===== src/hw/rtl/dvss_pkg.sv =====
// shared types, glyph table and decimal split helpers for the dual value scanner
package dvss_pkg;

  localparam int unsigned VALUE_W = 10;
  localparam int unsigned CODE_W  = 5;
  localparam int unsigned NUM_DIGITS = 8;
  localparam int unsigned POS_W   = 4;

  typedef logic [CODE_W-1:0] code_t;

  localparam code_t CODE_BLANK = 5'd0;
  localparam code_t CODE_MINUS = 5'd17;

  localparam logic [VALUE_W-1:0] VALUE_MAX = 10'd999;
  localparam logic [7:0] GLYPH_MINUS = 8'hBF;
  localparam logic [7:0] GLYPH_BLANK = 8'hFF;
  localparam logic [7:0] DP_BIT      = 8'h80;

  localparam logic [POS_W-1:0] POS_FIRST = 4'd1;
  localparam logic [POS_W-1:0] POS_LAST  = 4'd8;

  localparam logic [7:0] GLYPH_DIGIT [10] = '{
    8'hC0, 8'hF9, 8'hA4, 8'hB0, 8'h99, 8'h92, 8'h82, 8'hF8, 8'h80, 8'h90
  };

  // one value split into hundreds and the rest below one hundred
  typedef struct packed {
    logic [3:0] hund;
    logic [6:0] rem;
  } dec_split_t;

  // captured transaction after the first split step
  typedef struct packed {
    logic       over;
    dec_split_t first;
    dec_split_t second;
  } split_t;

  // floor(v / 100) for v below 1024
  function automatic logic [3:0] hund_of(input logic [VALUE_W-1:0] v);
    logic [15:0] prod;
    prod = 16'(v) * 16'd41;
    return prod[15:12];
  endfunction

  // floor(r / 10) for r below 100
  function automatic logic [3:0] tens_of(input logic [6:0] r);
    logic [13:0] prod;
    prod = 14'(r) * 14'd103;
    return prod[13:10];
  endfunction

  function automatic logic [7:0] glyph_of(input code_t code);
    logic [7:0] g;
    if (code >= 5'd1 && code <= 5'd10) begin
      g = GLYPH_DIGIT[4'(code - 5'd1)];
    end else if (code == CODE_MINUS) begin
      g = GLYPH_MINUS;
    end else begin
      g = GLYPH_BLANK;
    end
    return g;
  endfunction

endpackage


===== src/hw/rtl/dvss_if.sv =====
// valid/ready channel interfaces for the input values and the display results
interface dvss_in_if;
  logic       valid;
  logic       ready;
  logic [9:0] first_value;
  logic [9:0] second_value;

  modport source (output valid, output first_value, output second_value, input ready);
  modport sink   (input valid, input first_value, input second_value, output ready);
endinterface

interface dvss_out_if;
  logic       valid;
  logic       ready;
  logic [7:0] segment_byte;
  logic [7:0] select_byte;
  logic [3:0] digit_position;
  logic       frame_start;

  modport source (
    output valid, output segment_byte, output select_byte,
    output digit_position, output frame_start, input ready
  );
  modport sink (
    input valid, input segment_byte, input select_byte,
    input digit_position, input frame_start, output ready
  );
endinterface


===== src/hw/rtl/dvss_split.sv =====
// input register stage: captures both values with their hundreds split out
module dvss_split (
  input  logic              clk,
  input  logic              rst_n,
  input  logic              in_valid,
  output logic              in_ready,
  input  logic [9:0]        in_first,
  input  logic [9:0]        in_second,
  output logic              stg_valid,
  input  logic              stg_ready,
  output dvss_pkg::split_t  stg_data
);
  import dvss_pkg::*;

  logic   valid_r;
  split_t data_r;
  split_t data_nxt;
  logic [3:0] hund_a;
  logic [3:0] hund_b;

  always_comb begin
    hund_a = hund_of(in_first);
    hund_b = hund_of(in_second);
    data_nxt.over        = (in_first > VALUE_MAX) || (in_second > VALUE_MAX);
    data_nxt.first.hund  = hund_a;
    data_nxt.first.rem   = 7'(in_first - 10'(hund_a) * 10'd100);
    data_nxt.second.hund = hund_b;
    data_nxt.second.rem  = 7'(in_second - 10'(hund_b) * 10'd100);
  end

  assign in_ready  = !valid_r || stg_ready;
  assign stg_valid = valid_r;
  assign stg_data  = data_r;

  always_ff @(posedge clk) begin
    if (!rst_n) begin
      valid_r <= 1'b0;
    end else if (in_ready) begin
      valid_r <= in_valid;
    end
  end

  always_ff @(posedge clk) begin
    if (in_valid && in_ready) begin
      data_r <= data_nxt;
    end
  end

endmodule


===== src/hw/rtl/dvss_scan.sv =====
// scan stage: position counter, digit buffer reload and the result register
module dvss_scan (
  input  logic              clk,
  input  logic              rst_n,
  input  logic [7:0]        point_mask,
  input  logic              stg_valid,
  output logic              stg_ready,
  input  dvss_pkg::split_t  stg_data,
  output logic              res_valid,
  input  logic              res_ready,
  output logic [7:0]        res_segment,
  output logic [7:0]        res_select,
  output logic [3:0]        res_position,
  output logic              res_frame
);
  import dvss_pkg::*;

  logic [POS_W-1:0] scan_r;
  logic [POS_W-1:0] scan_nxt;
  code_t            codes_r   [NUM_DIGITS];
  code_t            codes_nxt [NUM_DIGITS];
  logic             wrap;
  logic             advance;
  logic [2:0]       idx;
  logic [3:0]       a_tens;
  logic [3:0]       a_ones;
  logic [3:0]       b_tens;
  logic [3:0]       b_ones;
  logic [7:0]       seg;

  logic             valid_r;
  logic [7:0]       seg_r;
  logic [7:0]       sel_r;
  logic [POS_W-1:0] pos_r;
  logic             frame_r;

  assign stg_ready = !valid_r || res_ready;
  assign advance   = stg_valid && stg_ready;

  always_comb begin
    wrap = 1'b0;
    if (scan_r == POS_LAST) begin
      scan_nxt = POS_FIRST;
      wrap     = 1'b1;
    end else if (scan_r >= POS_FIRST && scan_r < POS_LAST) begin
      scan_nxt = scan_r + 4'd1;
    end else begin
      scan_nxt = POS_FIRST;
    end
  end

  always_comb begin
    a_tens = tens_of(stg_data.first.rem);
    b_tens = tens_of(stg_data.second.rem);
    a_ones = 4'(stg_data.first.rem - {a_tens, 3'b000} - {2'b00, a_tens, 1'b0});
    b_ones = 4'(stg_data.second.rem - {b_tens, 3'b000} - {2'b00, b_tens, 1'b0});
  end

  always_comb begin
    codes_nxt = codes_r;
    if (wrap) begin
      if (stg_data.over) begin
        for (int i = 0; i < NUM_DIGITS; i++) begin
          codes_nxt[i] = CODE_BLANK;
        end
      end else begin
        codes_nxt[7] = 5'(stg_data.first.hund) + 5'd1;
        codes_nxt[6] = 5'(a_tens) + 5'd1;
        codes_nxt[5] = 5'(a_ones) + 5'd1;
        codes_nxt[4] = CODE_MINUS;
        codes_nxt[3] = CODE_MINUS;
        codes_nxt[2] = 5'(stg_data.second.hund) + 5'd1;
        codes_nxt[1] = 5'(b_tens) + 5'd1;
        codes_nxt[0] = 5'(b_ones) + 5'd1;
      end
    end
  end

  always_comb begin
    idx = 3'(scan_nxt - 4'd1);
    seg = glyph_of(codes_nxt[idx]);
    if (point_mask[idx]) begin
      seg = seg & ~DP_BIT;
    end
  end

  always_ff @(posedge clk) begin
    if (!rst_n) begin
      scan_r <= '0;
      for (int i = 0; i < NUM_DIGITS; i++) begin
        codes_r[i] <= CODE_BLANK;
      end
    end else if (advance) begin
      scan_r  <= scan_nxt;
      codes_r <= codes_nxt;
    end
  end

  always_ff @(posedge clk) begin
    if (!rst_n) begin
      valid_r <= 1'b0;
    end else if (stg_ready) begin
      valid_r <= stg_valid;
    end
  end

  always_ff @(posedge clk) begin
    if (advance) begin
      seg_r   <= seg;
      sel_r   <= 8'b1 << idx;
      pos_r   <= scan_nxt;
      frame_r <= wrap;
    end
  end

  assign res_valid    = valid_r;
  assign res_segment  = seg_r;
  assign res_select   = sel_r;
  assign res_position = pos_r;
  assign res_frame    = frame_r;

endmodule


===== src/hw/rtl/dual_value_seven_segment_scanner.sv =====
// top level of the dual value multiplexed seven segment scanner
//
// each transaction on in_ch is one refresh tick carrying two values; each
// produces exactly one transaction on out_ch with the segment byte (active
// low, bit 7 decimal point), the one-hot digit select, the scan position
// 1..8 and a frame start flag set when the scan wrapped and the eight digit
// buffer was reloaded from this tick's values (left value, two minus signs,
// right value; all blank if either value is above 999).
// an accepted transaction passes the input register and then the result
// register; one transaction per cycle is sustained while out_ch is ready.
// the path is an input register that splits off the hundreds and a result
// register fed by the tens/ones split, scan counter and glyph lookup.
// when out_ch stalls the result register holds, the input register still
// takes one more transaction, then in_ch.ready drops.
// reset clears the scan position to zero, blanks the buffer and sets
// point_mask to 0x42; the first tick after reset shows position 1 blank
// with no frame start. cfg_we writes point_mask from cfg_data.
module dual_value_seven_segment_scanner (
  input  logic       clk,
  input  logic       rst_n,
  dvss_in_if.sink    in_ch,
  dvss_out_if.source out_ch,
  input  logic       cfg_we,
  input  logic [7:0] cfg_data
);
  import dvss_pkg::*;

  logic [7:0] point_mask_r;
  logic       stg_valid;
  logic       stg_ready;
  split_t     stg_data;

  always_ff @(posedge clk) begin
    if (!rst_n) begin
      point_mask_r <= 8'h42;
    end else if (cfg_we) begin
      point_mask_r <= cfg_data;
    end
  end

  dvss_split u_split (
    .clk       (clk),
    .rst_n     (rst_n),
    .in_valid  (in_ch.valid),
    .in_ready  (in_ch.ready),
    .in_first  (in_ch.first_value),
    .in_second (in_ch.second_value),
    .stg_valid (stg_valid),
    .stg_ready (stg_ready),
    .stg_data  (stg_data)
  );

  dvss_scan u_scan (
    .clk          (clk),
    .rst_n        (rst_n),
    .point_mask   (point_mask_r),
    .stg_valid    (stg_valid),
    .stg_ready    (stg_ready),
    .stg_data     (stg_data),
    .res_valid    (out_ch.valid),
    .res_ready    (out_ch.ready),
    .res_segment  (out_ch.segment_byte),
    .res_select   (out_ch.select_byte),
    .res_position (out_ch.digit_position),
    .res_frame    (out_ch.frame_start)
  );

endmodule

===== src/flat_wrapper.sv =====
// flat-port wrapper written by rule: the top's interface ports become plain ports
module dual_value_seven_segment_scanner_flat import dvss_pkg::*;
  (clk, rst_n, cfg_we, cfg_data, in_ch_valid, in_ch_first_value, in_ch_second_value, in_ch_ready, out_ch_valid, out_ch_segment_byte, out_ch_select_byte, out_ch_digit_position, out_ch_frame_start, out_ch_ready);
  dvss_in_if in_ch_i ();
  dvss_out_if out_ch_i ();
  input  logic clk;
  input  logic rst_n;
  input  logic cfg_we;
  input  logic [7:0] cfg_data;
  input wire logic [$bits(in_ch_i.valid)-1:0] in_ch_valid;
  input wire logic [$bits(in_ch_i.first_value)-1:0] in_ch_first_value;
  input wire logic [$bits(in_ch_i.second_value)-1:0] in_ch_second_value;
  output wire logic [$bits(in_ch_i.ready)-1:0] in_ch_ready;
  output wire logic [$bits(out_ch_i.valid)-1:0] out_ch_valid;
  output wire logic [$bits(out_ch_i.segment_byte)-1:0] out_ch_segment_byte;
  output wire logic [$bits(out_ch_i.select_byte)-1:0] out_ch_select_byte;
  output wire logic [$bits(out_ch_i.digit_position)-1:0] out_ch_digit_position;
  output wire logic [$bits(out_ch_i.frame_start)-1:0] out_ch_frame_start;
  input wire logic [$bits(out_ch_i.ready)-1:0] out_ch_ready;
  assign in_ch_i.valid = in_ch_valid;
  assign in_ch_i.first_value = in_ch_first_value;
  assign in_ch_i.second_value = in_ch_second_value;
  assign in_ch_ready = in_ch_i.ready;
  assign out_ch_valid = out_ch_i.valid;
  assign out_ch_segment_byte = out_ch_i.segment_byte;
  assign out_ch_select_byte = out_ch_i.select_byte;
  assign out_ch_digit_position = out_ch_i.digit_position;
  assign out_ch_frame_start = out_ch_i.frame_start;
  assign out_ch_i.ready = out_ch_ready;
  dual_value_seven_segment_scanner u_core (.clk(clk), .rst_n(rst_n), .in_ch(in_ch_i), .out_ch(out_ch_i), .cfg_we(cfg_we), .cfg_data(cfg_data));
endmodule

===== config.mk =====
export PLATFORM = sky130hd
export DESIGN_NAME = dual_value_seven_segment_scanner_flat
export DESIGN_NICKNAME = d
export VERILOG_FILES = /design/src/hw/rtl/dvss_pkg.sv /design/src/hw/rtl/dvss_if.sv /design/src/hw/rtl/dvss_split.sv /design/src/hw/rtl/dvss_scan.sv /design/src/hw/rtl/dual_value_seven_segment_scanner.sv /design/src/flat_wrapper.sv
export SDC_FILE = /design/constraint.sdc
export NUM_CORES = 1
export LEC_CHECK = 0
export ABC_CLOCK_PERIOD_IN_PS = 13100
export BUFFER_PORTS_ARGS = -buffer_cell sky130_fd_sc_hd__buf_4
export CORE_AREA = 2 2 142 144
export CTS_CLUSTER_SIZE = 30
export DETAILED_ROUTE_END_ITERATION = 12
export DIE_AREA = 0 0 144 146
export PLACE_DENSITY_LB_ADDON = 0.12
export SLEW_MARGIN = 40
export SYNTH_ARGS = -nofsm -noshare
export SYNTH_HDL_FRONTEND = slang
export SYNTH_SLANG_ARGS = --single-unit

===== constraint.sdc =====
create_clock -name clk -period 13.1 [get_ports clk]
set_input_delay 3.93 -clock clk [delete_from_list [all_inputs] [get_ports clk]]
set_output_delay 3.93 -clock clk [all_outputs]
set_load 0.05 [all_outputs]

Word level (Yosys, flattened, before mapping)
Memories as Yosys holds them, arrays and structs flattened.
Cells that the tools add are included.
{ "totals": {"register_bits": 98, "mem_bits_ro": 128, "inputBits": 33, "out_inout_bits": 23, "elab_cells": 81, "memories": 1} }
{ "memory_table": {"columns": ["name", "depth", "width", "rd", "rd_clocked_by_memory_dff", "wr", "line", "text"], "rows": [
  ["(name not given)", 16, 8, 1, 0, 0, "dvss_pkg.sv:56", "g = GLYPH_DIGIT[4'(code - 5'd1)];"]
]} }
{ "classes": {"addsub": 15, "mul": 6, "magnitude_cmp": 9, "n_eq_ne": 2, "shift": 1, "muxes": 14, "bitwise_logic": 2, "n_reduce_logical": 9} }
{ "op_table": {"columns": ["op", "n"], "rows": [
  ["$mux W40", 2],
  ["$mul A10 B6 Y16 const B", 2],
  ["$add A4 B1 Y5 const B", 6],
  ["$mul A7 B7 Y14 const B", 2],
  ["$mux W8", 3],
  ["$gt A10 B10 Y1 const B", 2],
  ["$sub A4 B4 Y4", 4],
  ["$bmux W5 S3", 1],
  ["$sub A7 B7 Y7", 2],
  ["$mul A4 B5 Y5 const B", 2],
  ["$mux W5", 2],
  ["$mux W4", 2],
  ["$shl A1 B3 Y8 const A", 1],
  ["$mux W7", 1],
  ["$eq A5 B5 Y1 const B", 1],
  ["$ge A5 B1 Y1 const B", 1],
  ["$ge A5 B5 Y1 const B", 1],
  ["$le A5 B4 Y1 const B", 1],
  ["$not A4 Y5", 1],
  ["$add A4 B1 Y4 const B", 1],
  ["$eq A4 B4 Y1 const B", 1],
  ["$ge A4 B1 Y1 const B", 1],
  ["$ge A4 B4 Y1 const B", 1],
  ["$logic_and A1 B1 Y1", 4],
  ["9 further kinds", 13]
]} }

Longest topological paths before layout
Gate-level depths: netlist (run 1).
{ "logic_depth": {"ltp_word": 15, "depth_mapped": 26, "depth_no_buf": 26} }

Modules after synthesis
Synthesis (run 1) repeated with hierarchy kept, for this count alone.
{ "hier_totals": {"cells_unflattened": 854, "hier_area_um2": 8654.6} }
{ "modules_own_cells": {"columns": ["module", "n_inst", "cells_per_inst", "area_each_um2", "seq_area_each_um2"], "rows": [
  ["dvss_scan", 1, 634, 5919.4, 1531.5],
  ["dvss_split", 1, 195, 2438.6, 710.7],
  ["dual_value_seven_segment_scanner", 1, 25, 296.5, 160.2]
]} }

Least setup slack after synthesis (run 1)
No wires, ideal clock.
{ "synth_path": {"kind": "input-to-reg", "start": "in in_ch_first_value[1]", "end": "reg u_core.u_split.data_r (netlist bit u_core.u_split.stg_data[17]) (data pin)", "setup_time_ps": 258, "arrival_time_ps": 8155, "required_time_ps": 12842, "setup_slack_ps": 4687, "stages": 23, "path_buffers": 0, "path_cell_list": "ha_1 inv_1 fa_1 inv_1 ha_1 ha_1 and3_1 a31o_2 a21o_1 a21o_1 a21o_1 a21o_1 a211oi_1 o21ba_2 o21bai_1 xor2_1 ha_1 inv_1 ha_1 a21oi_1 xnor2_1 xnor2_1 xnor2_1"} }
{ "synth_lines": {"columns": ["element", "line", "text"], "rows": [
  ["start: declaration", "flat_wrapper.sv:11", "input wire logic [$bits(in_ch_i.first_value)-1:0] in_ch_first_value;"],
  ["end signal: assignment", "dvss_split.sv:45", "data_r <= data_nxt;"],
  ["end: declaration", "dvss_split.sv:16", "split_t data_r;"]
]} }

Worst setup path after layout (run 1)
{ "layout_path": {"start": "in out_ch_ready", "end": "out in_ch_ready"} }
{ "layout_via": {"elab_chain_cells": 2} }
{ "layout_lines": {"columns": ["element", "line", "text"], "rows": [
  ["start: declaration", "flat_wrapper.sv:19", "input wire logic [$bits(out_ch_i.ready)-1:0] out_ch_ready;"],
  ["$logic_or A1 B1 Y1", "dvss_scan.sv:37", "assign stg_ready = !valid_r || res_ready;"],
  ["$logic_or A1 B1 Y1", "dvss_split.sv:31", "assign in_ready = !valid_r || stg_ready;"],
  ["end: declaration", "flat_wrapper.sv:13", "output wire logic [$bits(in_ch_i.ready)-1:0] in_ch_ready;"]
]} }
Every way passes these cells.

==> metrics.cfg, run 1 <==
[sta]
finalHoldViolCount = 0
rsz0062_at_grt = no
period_minus_slack_ns = 8.48
maxSlewViolCount = 0
fin_tns_setup_ns = 0
setup_viol_count_final = 0
relSlewSlack = 0.503
fmax_ghz = 0.118
fin_skew_ns = 0.00742
finalCritPeriodShare = 0.647
worst_slew_pin_slew_ns = 0.726

[yosys]
synth_area_um2 = 8660
yosysTopAreaCell = ha_1
yosysMostFrequentCell = ha_1
syn_avg_cell_area_um2 = 9.99
ys_async_sr_fraction = 0
syn_nets = 1099
synth_top_area_frac = 0.250
synth.area.top_cells = ha_1 25%, edfxtp_1 15%, dfxtp_1 12%, fa_1 6.0%, inv_1 4.8%
synth-edff-count = 44
synth_cell_types = 76
synth_warnings = 0
ys_top_cells_by_count = 173 x ha_1, 110 x inv_1, 54 x dfxtp_1
yosysSeqAreaShare = 0.277
yosys_register_bits = 98
synth_ff_type = dfxtp_1
syn-instance-count = 867

[worst_setup_path]
crit_path_frequent_cell = buf_4
cp.required_ns = 9.17
critPathKind = in -> out
endpoint_kind = output pin
rrSetupSlack_ns = 6.34
max_stage_delay_ns = 0.22
path_max_fanout = 4
cp_cell_sequence = buf_4, nor2b_1, nand2_1, buf_4
cp_data_arrival_time_ns = 4.55
crit_path_start_kind = input port
cp_slowest_cell = nor2b_1

[cells_and_area]
multi_input_area_um2 = 5730
antenna_cells = 0
fillerInstances = 1906
nets = 1147
drive_above_1_share = 0.123
seqCellArea_um2 = 2400
synthToLayoutAreaGrowth_pct = 11.3

[cts]
cts_buffers = 9
clockRootBuffer = clkbuf_16
cts_tree = done
clkSlewWorstSetupHoldPaths_ns = 0.07
clk_latency_ns = 0.35
cts_resized = 0
htree_levels = 3
cts.sinks = 98
cts_setup_buffers = 0
cts_max_path_buffers = 2
cts_hold_buf = 0

[die]
core_area_um2 = 19300
die_h_um = 146
die_area_um2 = 21000
rows = 51
start_util = 0.448
die_w_um = 144
io-pin-count = 56

[routing]
drt_first_pass_iters = 4
wl_mm = 17.2
ant_nets = 0
wl_per_cell_um = 14.5
drtIter0Drc = 281
routed-via-count = 6146
wl_met3_um = 609
vias_per_cell = 5.19
wl_met1_mm = 8.42
dr_wl_met2_mm = 7.92
top_layer_used = met4
drc = 0

[worst_hold_path]
min_path_type = reg -> reg

[global_route]
grt_overflow = 0
grt_pass1_vias = 5980
grt_max_degree = 52
grtUsageTotal = 0.173
grt_antenna_before_repair = 0
grt_pass1_wl_mm = 29.3

[place]
dp_hpwl_mm = 13.3
gp_congestion = 0.801
portBuffers = 55

[flow_run]
maxCapViolCount = 0

[outcome]
run_status = complete, no violations

-- sequential cells by signal, indices dropped and copies added, names as in the netlist --
name,cells
u_core.u_scan.codes_r,40
u_core.u_split.stg_data,23
u_core.point_mask_r,8
u_core.u_scan.res_segment,8
u_core.u_scan.res_select,8
u_core.u_scan.res_position,4
u_core.u_scan.scan_r,4
u_core.u_scan.res_frame,1
u_core.u_scan.res_valid,1
u_core.u_split.stg_valid,1
-- metal layers --
metal,vias up,global-route usage
met5,-,0
met4,0,0.0441
met3,17,0.0227
met2,97,0.280
met1,2874,0.243
li1,3158,-
-- layout by cell type (no fill, tap or decap), types with 3 or more instances in the layout --
| cell | count |
|---|---|
| clkbuf_16 | 10 |
| nor2_2 | 3 |
| o311ai_1 | 4 |
| and2_1 | 16 |
| nor2b_1 | 33 |
| xor2_1 | 19 |
| a21o_1 | 21 |
| dfxtp_1 | 54 |
| mux2i_1 | 13 |
| edfxtp_1 | 44 |
| a211oi_1 | 5 |
| a2111oi_0 | 3 |
| buf_4 | 61 |
| fa_1 | 26 |
| nor3_1 | 15 |
| o21a_1 | 7 |
| xnor2_2 | 3 |
| a22oi_1 | 8 |
| mux2_2 | 4 |
| ha_1 | 173 |
| inv_1 | 110 |
| nand3_1 | 18 |
| a21boi_0 | 13 |
| nand2_1 | 43 |
| mux4_2 | 4 |
| o211ai_1 | 10 |
| nand2b_1 | 9 |
| a21oi_1 | 36 |
| xnor2_1 | 33 |
| nor2_1 | 19 |
| and3_1 | 13 |
| o21ai_0 | 17 |
| nand4_1 | 7 |
| o211a_1 | 3 |
-- stage by stage --
| step | worst slack [ns] | instances | util | area [µm²] | hold WS (ns) |
|---|---|---|---|---|---|
| 6_report | 4.62 | 1185 | 0.499 | 9640 | 0.464 |
| 5_1_grt | 4.38 | 1185 | 0.499 | 9640 | 0.485 |
| 4_1_cts | 4.61 | 1185 | 0.499 | 9640 | 0.467 |
| 3_5_place_dp | 4.28 | 1169 | 0.483 | 9340 | 0.456 |
| 3_3_place_gp | 4.36 | 1169 | 0.483 | 9340 | 0.451 |
| 2_1_floorplan | 4.69 | 867 | - | 8660 | 0.436 |
-- cell type report --
class | count | area share
clock inverters | 5 | 0.00350
inverters | 113 | 0.0440
clock buffers | 11 | 0.0274
multi-input cells | 632 | 0.594
flip-flops and latches | 98 | 0.249
well taps | 265 | 0.0344
repair buffers | 61 | 0.0475
-- cells by family after synthesis --
| family | after synthesis | synth area share |
|---|---|---|
| DFF | 98 | 0.277 |
| muxes | 23 | 0.0338 |
| and+or+nand+nor | 189 | 0.115 |
| buffers and inverters | 137 | 0.0627 |
| AOI/OAI and AO/OA | 164 | 0.139 |
| adders and majority gates | 199 | 0.310 |
| xor gates and xnor gates | 57 | 0.0628 |
-- worst max-delay path: cells and delay by family --
family | cells | cell delay, ns
buffers and inverters | 2 | 0.31
and+or+nand+nor | 2 | 0.32
-- path summary, 6_finish.rpt --
path	startpoint	to	depth (start not counted)
setup reg to reg	u_core.u_split.stg_data[1]	u_core.u_scan.res_segment[6]	24
hold / removal	u_core.u_scan.codes_r[36]	u_core.u_scan.codes_r[36]	2
setup / recovery	out_ch_ready	in_ch_ready	4
hold reg to reg	u_core.u_scan.codes_r[36]	u_core.u_scan.codes_r[36]	2
Power of run 1 is not shown: default switching activity piles up to over one toggle a cycle in this logic, so the estimate is an artifact.
==> inputs of run 2 (changes only) <==
--- a/config.mk
+++ b/config.mk
@@ -5,7 +5,7 @@
 export SDC_FILE = /design/constraint.sdc
 export NUM_CORES = 1
 export LEC_CHECK = 0
-export ABC_CLOCK_PERIOD_IN_PS = 13100
+export ABC_CLOCK_PERIOD_IN_PS = 7200
 export BUFFER_PORTS_ARGS = -buffer_cell sky130_fd_sc_hd__buf_4
 export CORE_AREA = 2 2 142 144
 export CTS_CLUSTER_SIZE = 30
==> constraint.sdc (replaced) <==
create_clock -name clk -period 7.2 [get_ports clk]
set_input_delay 2.16 -clock clk [delete_from_list [all_inputs] [get_ports clk]]
set_output_delay 2.16 -clock clk [all_outputs]
set_load 0.05 [all_outputs]
==> run 2 against run 1 <==
Sequential share of layout area fell by 0.16 points; highest routed layer unchanged; cell area grew 0.64%; register-to-register slack worse by 5.5 ns; non-clock buffer count is 3 higher; sequential cell count unchanged; clock skew shrank 0.0023 ns; wire length rose by 0.26%; first-iteration DRC count fell by 1.8%; critical path type is now in -> reg; setup slack got worse by 4.1 ns; global-route usage rose by 0.14 points; critical path depth increased by 20.
==> metrics.cfg, run 2 (synthesis results as in run 1) <==
[worst_setup_path]
critPathKind = in -> reg
reg2reg_to = u_core.u_scan.res_segment[6]
rrSetupSlack_ns = 0.88  ; -5.46 ns
r2r_cells = 24  ; unchanged
endpoint_kind = flip-flop
crit_path_start_kind = input port
path_max_fanout = 6  ; +2
cp.required_ns = 7.30  ; -1.87 ns
cp_data_arrival_time_ns = 6.76  ; +2.21 ns
reg2reg_from = u_core.u_split.stg_data[1]

[routing]
drt_first_pass_iters = 4  ; unchanged
drtIter0Drc = 276  ; -1.8%
wl_per_cell_um = 14.5  ; about the same
drc = 0  ; unchanged
routed-via-count = 6085  ; -0.99%
ant_nets = 0  ; unchanged
wl_mm = 17.2  ; +0.26%
vias_per_cell = 5.12  ; -1.2%

[cts]
cts_tree = done
cts_resized = 0  ; unchanged
clk_latency_ns = 0.35  ; about the same
cts_hold_buf = 0  ; unchanged
cts_max_path_buffers = 2  ; unchanged
cts_setup_buffers = 0  ; unchanged
cts.sinks = 98  ; unchanged
clockRootBuffer = clkbuf_16
htree_levels = 3  ; unchanged
clkSlewWorstSetupHoldPaths_ns = 0.07  ; about the same
cts_buffers = 9  ; unchanged

[worst_hold_path]
min_to = u_core.u_scan.codes_r[31]
hold_depth = 2  ; unchanged
hp-start = u_core.u_scan.codes_r[31]
min_path_type = reg -> reg

[die]
die_w_um = 144  ; unchanged
core_area_um2 = 19300  ; unchanged
rows = 51  ; unchanged
io-pin-count = 56  ; unchanged
die_area_um2 = 21000  ; unchanged
start_util = 0.448  ; unchanged
die_h_um = 146  ; unchanged

[cells_and_area]
antenna_cells = 0  ; unchanged
fillerInstances = 1829  ; -4.0%
final_cell_mix = 173 x ha_1, 110 x inv_1, 64 x buf_4
largest_reg_flops = 40  ; unchanged
final_core_util = 0.502  ; +0.00317
synthToLayoutAreaGrowth_pct = 12.0
layout_commonest_cell = ha_1
drive_above_1_share = 0.127  ; +0.00393
top_register = u_core.u_scan.codes_r
nets = 1150  ; +0.26%

[sta]
finalCritPeriodShare = 0.925
fmax_ghz = 0.150
worst_slew_pin_slew_ns = 0.724  ; -0.00215 ns
finalHoldViolCount = 0  ; unchanged
relSlewSlack = 0.516  ; +0.0129
period_minus_slack_ns = 6.66
setup_viol_count_final = 0  ; unchanged
fin_tns_setup_ns = 0  ; unchanged
maxSlewViolCount = 0  ; unchanged
fin_skew_ns = 0.00514  ; -0.00228 ns
rsz0062_at_grt = no

[global_route]
grt_overflow = 0  ; unchanged
grt_pass1_wl_mm = 29.7  ; +1.2%
grtUsageTotal = 0.174  ; +0.00140
grt_max_degree = 52  ; unchanged
grt_pass1_vias = 6190  ; +3.5%
grt_antenna_before_repair = 0  ; unchanged

[place]
portBuffers = 55  ; unchanged
gp_congestion = 0.796  ; -0.59%
dp_hpwl_mm = 13.4  ; +0.67%

[flow_run]
maxCapViolCount = 0  ; unchanged

[outcome]
run_status = complete, no violations

run 2: cell types whose count changed in the layout (fill, tap and decap cells not counted):
cell	change
buf_4	+3
clkbuf_16	+2
clkinv_2	-1
clkinv_4	-1
nor2_1	-1
nor2_2	+1
run 2: critical path, cell delays in order:
cell,delay (ns)
buf_4,0.14
ha_1,0.27
inv_1,0.05
fa_1,0.51
inv_1,0.04
ha_1,0.28
ha_1,0.28
and3_1,0.17
a31o_2,0.24
a21o_1,0.17
a21o_1,0.17
a21o_1,0.17
a21o_1,0.18
a211oi_1,0.30
o21ba_2,0.21
o21bai_1,0.07
xor2_1,0.16
ha_1,0.28
inv_1,0.04
ha_1,0.29
a21oi_1,0.17
xnor2_1,0.15
xnor2_1,0.10
xnor2_1,0.13
run 2: worst max path at each step:
stage | start | to | slack (ns) | cells past startpoint
2_1_floorplan | in_ch_first_value[1] | u_core.u_split.stg_data[17] | 0.56 | 23
3_3_place_gp | in_ch_first_value[3] | u_core.u_split.stg_data[17] | 0.22 | 24
3_5_place_dp | in_ch_first_value[3] | u_core.u_split.stg_data[17] | 0.16 | 24
4_1_cts | in_ch_first_value[3] | u_core.u_split.stg_data[17] | 0.50 | 24
5_1_grt | in_ch_first_value[3] | u_core.u_split.stg_data[17] | 0.24 | 23
6_report | in_ch_first_value[3] | u_core.u_split.stg_data[17] | 0.54 | 24
run 2: cell type report:
class / instances / area [µm²] / area share
clock buffer: 13 / 314 / 0.0324
clock inverter: 3 / 20.0 / 0.00206
inverter: 113 / 424 / 0.0437
multi-input combinational: 632 / 5730 / 0.591
sequential: 98 / 2400 / 0.248
tap: 265 / 332 / 0.0342
timing repair buffer: 64 / 480 / 0.0495
run 2: routing by layer:
metal  track usage  vias to the layer above  share of wire
met5             0                        -              0
met4        0.0520                        0          0.016
met3        0.0204                       16          0.027
met2         0.293                       88           0.47
met1         0.233                     2825           0.49
li1              -                     3156              -
run 2: per-stage QoR:
stage | worst slack [ns] | instances | hold WS, ns | area (µm²)
2_1_floorplan | 0.557 | 867 | 0.436 | 8660
3_3_place_gp | 0.221 | 1172 | 0.450 | 9360
3_5_place_dp | 0.160 | 1172 | 0.456 | 9370
4_1_cts | 0.505 | 1188 | 0.465 | 9700
5_1_grt | 0.238 | 1188 | 0.489 | 9700
6_report | 0.542 | 1188 | 0.462 | 9700
Power of run 2 is left out for the same reason.
==> inputs of run 3 (changes only) <==
--- a/config.mk
+++ b/config.mk
@@ -12,6 +12,7 @@
 export DETAILED_ROUTE_END_ITERATION = 12
 export DIE_AREA = 0 0 144 146
 export PLACE_DENSITY_LB_ADDON = 0.12
+export RECOVER_POWER = 25
 export SLEW_MARGIN = 40
 export SYNTH_ARGS = -nofsm -noshare
 export SYNTH_HDL_FRONTEND = slang
==> run 3 against run 2 <==
Setup slack about the same; critical endpoint unchanged; the flow now finishes with violations (max-capacitance violations, max-slew violations); fmax barely moved; non-clock buffer count unchanged; final cell count unchanged.
==> metrics.cfg, run 3 (synthesis results as in run 1) <==
[worst_setup_path]
path_max_fanout = 6  ; unchanged
cp.required_ns = 7.30  ; about the same
endpoint_kind = flip-flop
setup.worst_path.start = in_ch_first_value[3]
reg2reg_from = u_core.u_split.stg_data[1]
crit_path_start_kind = input port
crit_path_frequent_cell = ha_1
cp_top_family = adder cells
critPathKind = in -> reg
cp_slowest_cell = fa_1
cp_data_arrival_time_ns = 6.76  ; about the same
max_stage_delay_ns = 0.51  ; about the same
cp_cell_sequence = buf_4, ha_1, inv_1, fa_1, inv_1, ha_1, ha_1, and3_1, a31o_2, a21o_1, a21o_1, a21o_1, a21o_1, a211oi_1, o21ba_2, o21bai_1, xor2_1, ha_1, inv_1, ha_1, a21oi_1, xnor2_1, xnor2_1, xnor2_1
rrSetupSlack_ns = 0.85  ; -0.03 ns
crit_buf_inv = 4  ; unchanged

[die]
die_w_um = 144  ; unchanged
die_h_um = 146  ; unchanged
start_util = 0.448  ; unchanged
io-pin-count = 56  ; unchanged
rows = 51  ; unchanged
die_area_um2 = 21000  ; unchanged
core_area_um2 = 19300  ; unchanged

[routing]
routed-via-count = 6093  ; +0.13%
wl_per_cell_um = 14.5  ; about the same
ant_nets = 0  ; unchanged
wl_mm = 17.2  ; about the same
drc = 0  ; unchanged
drt_first_pass_iters = 4  ; unchanged
vias_per_cell = 5.13  ; +0.13%
drtIter0Drc = 280  ; +1.4%

[place]
gp_congestion = 0.796  ; unchanged
portBuffers = 55  ; unchanged
dp_hpwl_mm = 13.4  ; unchanged
place_ws_ns = 0.160  ; unchanged

[worst_hold_path]
hp-start = u_core.u_scan.codes_r[6]
min_path_type = reg -> reg

[sta]
setup_slack_ns = 0.541  ; -0.000272 ns
finalCritPeriodShare = 0.925  ; about the same
fmax_ghz = 0.150  ; about the same
period_minus_slack_ns = 6.66  ; +0.000272 ns
maxSlewViolCount = 76  ; +76
setup_viol_count_final = 0  ; unchanged
worst_slew_pin_slew_ns = 1.98  ; +1.25 ns
relSlewSlack = -0.319  ; -0.835
fin_tns_setup_ns = 0  ; unchanged
rsz0062_at_grt = no
finalHoldViolCount = 0  ; unchanged
fin_skew_ns = 0.00604  ; +0.000897 ns

[global_route]
grt_antenna_before_repair = 0  ; unchanged
grt_overflow = 0  ; unchanged
grt_pass1_vias = 6190  ; unchanged
grt_pass1_wl_mm = 29.7  ; unchanged
grt_max_degree = 52  ; unchanged
grtUsageTotal = 0.174  ; unchanged

[cts]
cts_tree = done
clkSlewWorstSetupHoldPaths_ns = 0.07  ; about the same
cts_setup_buffers = 0  ; unchanged
cts_resized = 0  ; unchanged
cts_buffers = 9  ; unchanged
cts_hold_buf = 0  ; unchanged
cts.sinks = 98  ; unchanged
htree_levels = 3  ; unchanged
clk_latency_ns = 0.35  ; about the same
cts_max_path_buffers = 2  ; unchanged
clockRootBuffer = clkbuf_16

[cells_and_area]
synthToLayoutAreaGrowth_pct = 11.5
largest_reg_flops = 40  ; unchanged
nets = 1150  ; unchanged
final_core_util = 0.500  ; -0.00207
fillerInstances = 1840  ; +0.60%
final_cell_mix = 173 x ha_1, 110 x inv_1, 55 x buf_4
layout_commonest_cell = ha_1
antenna_cells = 0  ; unchanged
drive_above_1_share = 0.115  ; -0.0119
top_register = u_core.u_scan.codes_r

[outcome]
run_status = finished, violations left
violations = max-capacitance violations, max-slew violations

[flow_run]
maxCapViolCount = 2  ; +2

[run 3: area by class of cell]
cell class                      instances  area, µm²  share of cell area
Tap cell                              265        332              0.0343
Multi-Input combinational cell        632       5720               0.592
Clock inverter                          3       20.0             0.00207
Timing Repair Buffer                   64        450              0.0466
Sequential cell                        98       2400               0.249
Clock buffer                           13        314              0.0325
Inverter                              113        424              0.0439
[run 3: tightest hold or removal path, cell delays in order (launching register included)]
cell and delay (ns):
dfxtp_1 0.31, nand2_1 0.04, a21boi_0 0.06
[run 3: path summary, 6_finish.rpt]
kind,cells after the start,endpoint
max reg2reg,24,u_core.u_scan.res_segment[6]
max,24,u_core.u_split.stg_data[17]
min,2,u_core.u_scan.codes_r[6]
min reg2reg,2,u_core.u_scan.codes_r[6]
[run 3: metrics by stage]
stage          hold WS, ns  instances  area (µm²)
2_1_floorplan        0.436        867        8660
3_3_place_gp         0.450       1172        9360
3_5_place_dp         0.456       1172        9370
4_1_cts              0.465       1188        9700
5_1_grt              0.493       1188        9660
6_report             0.469       1188        9660
[run 3: layer usage]
layer / global-route usage / part of all wire
met3: 0.0204 / 0.027
met4: 0.0520 / 0.016
met5: 0 / 0
met2: 0.293 / 0.47
met1: 0.233 / 0.48
Power of run 3 is left out for the same reason.
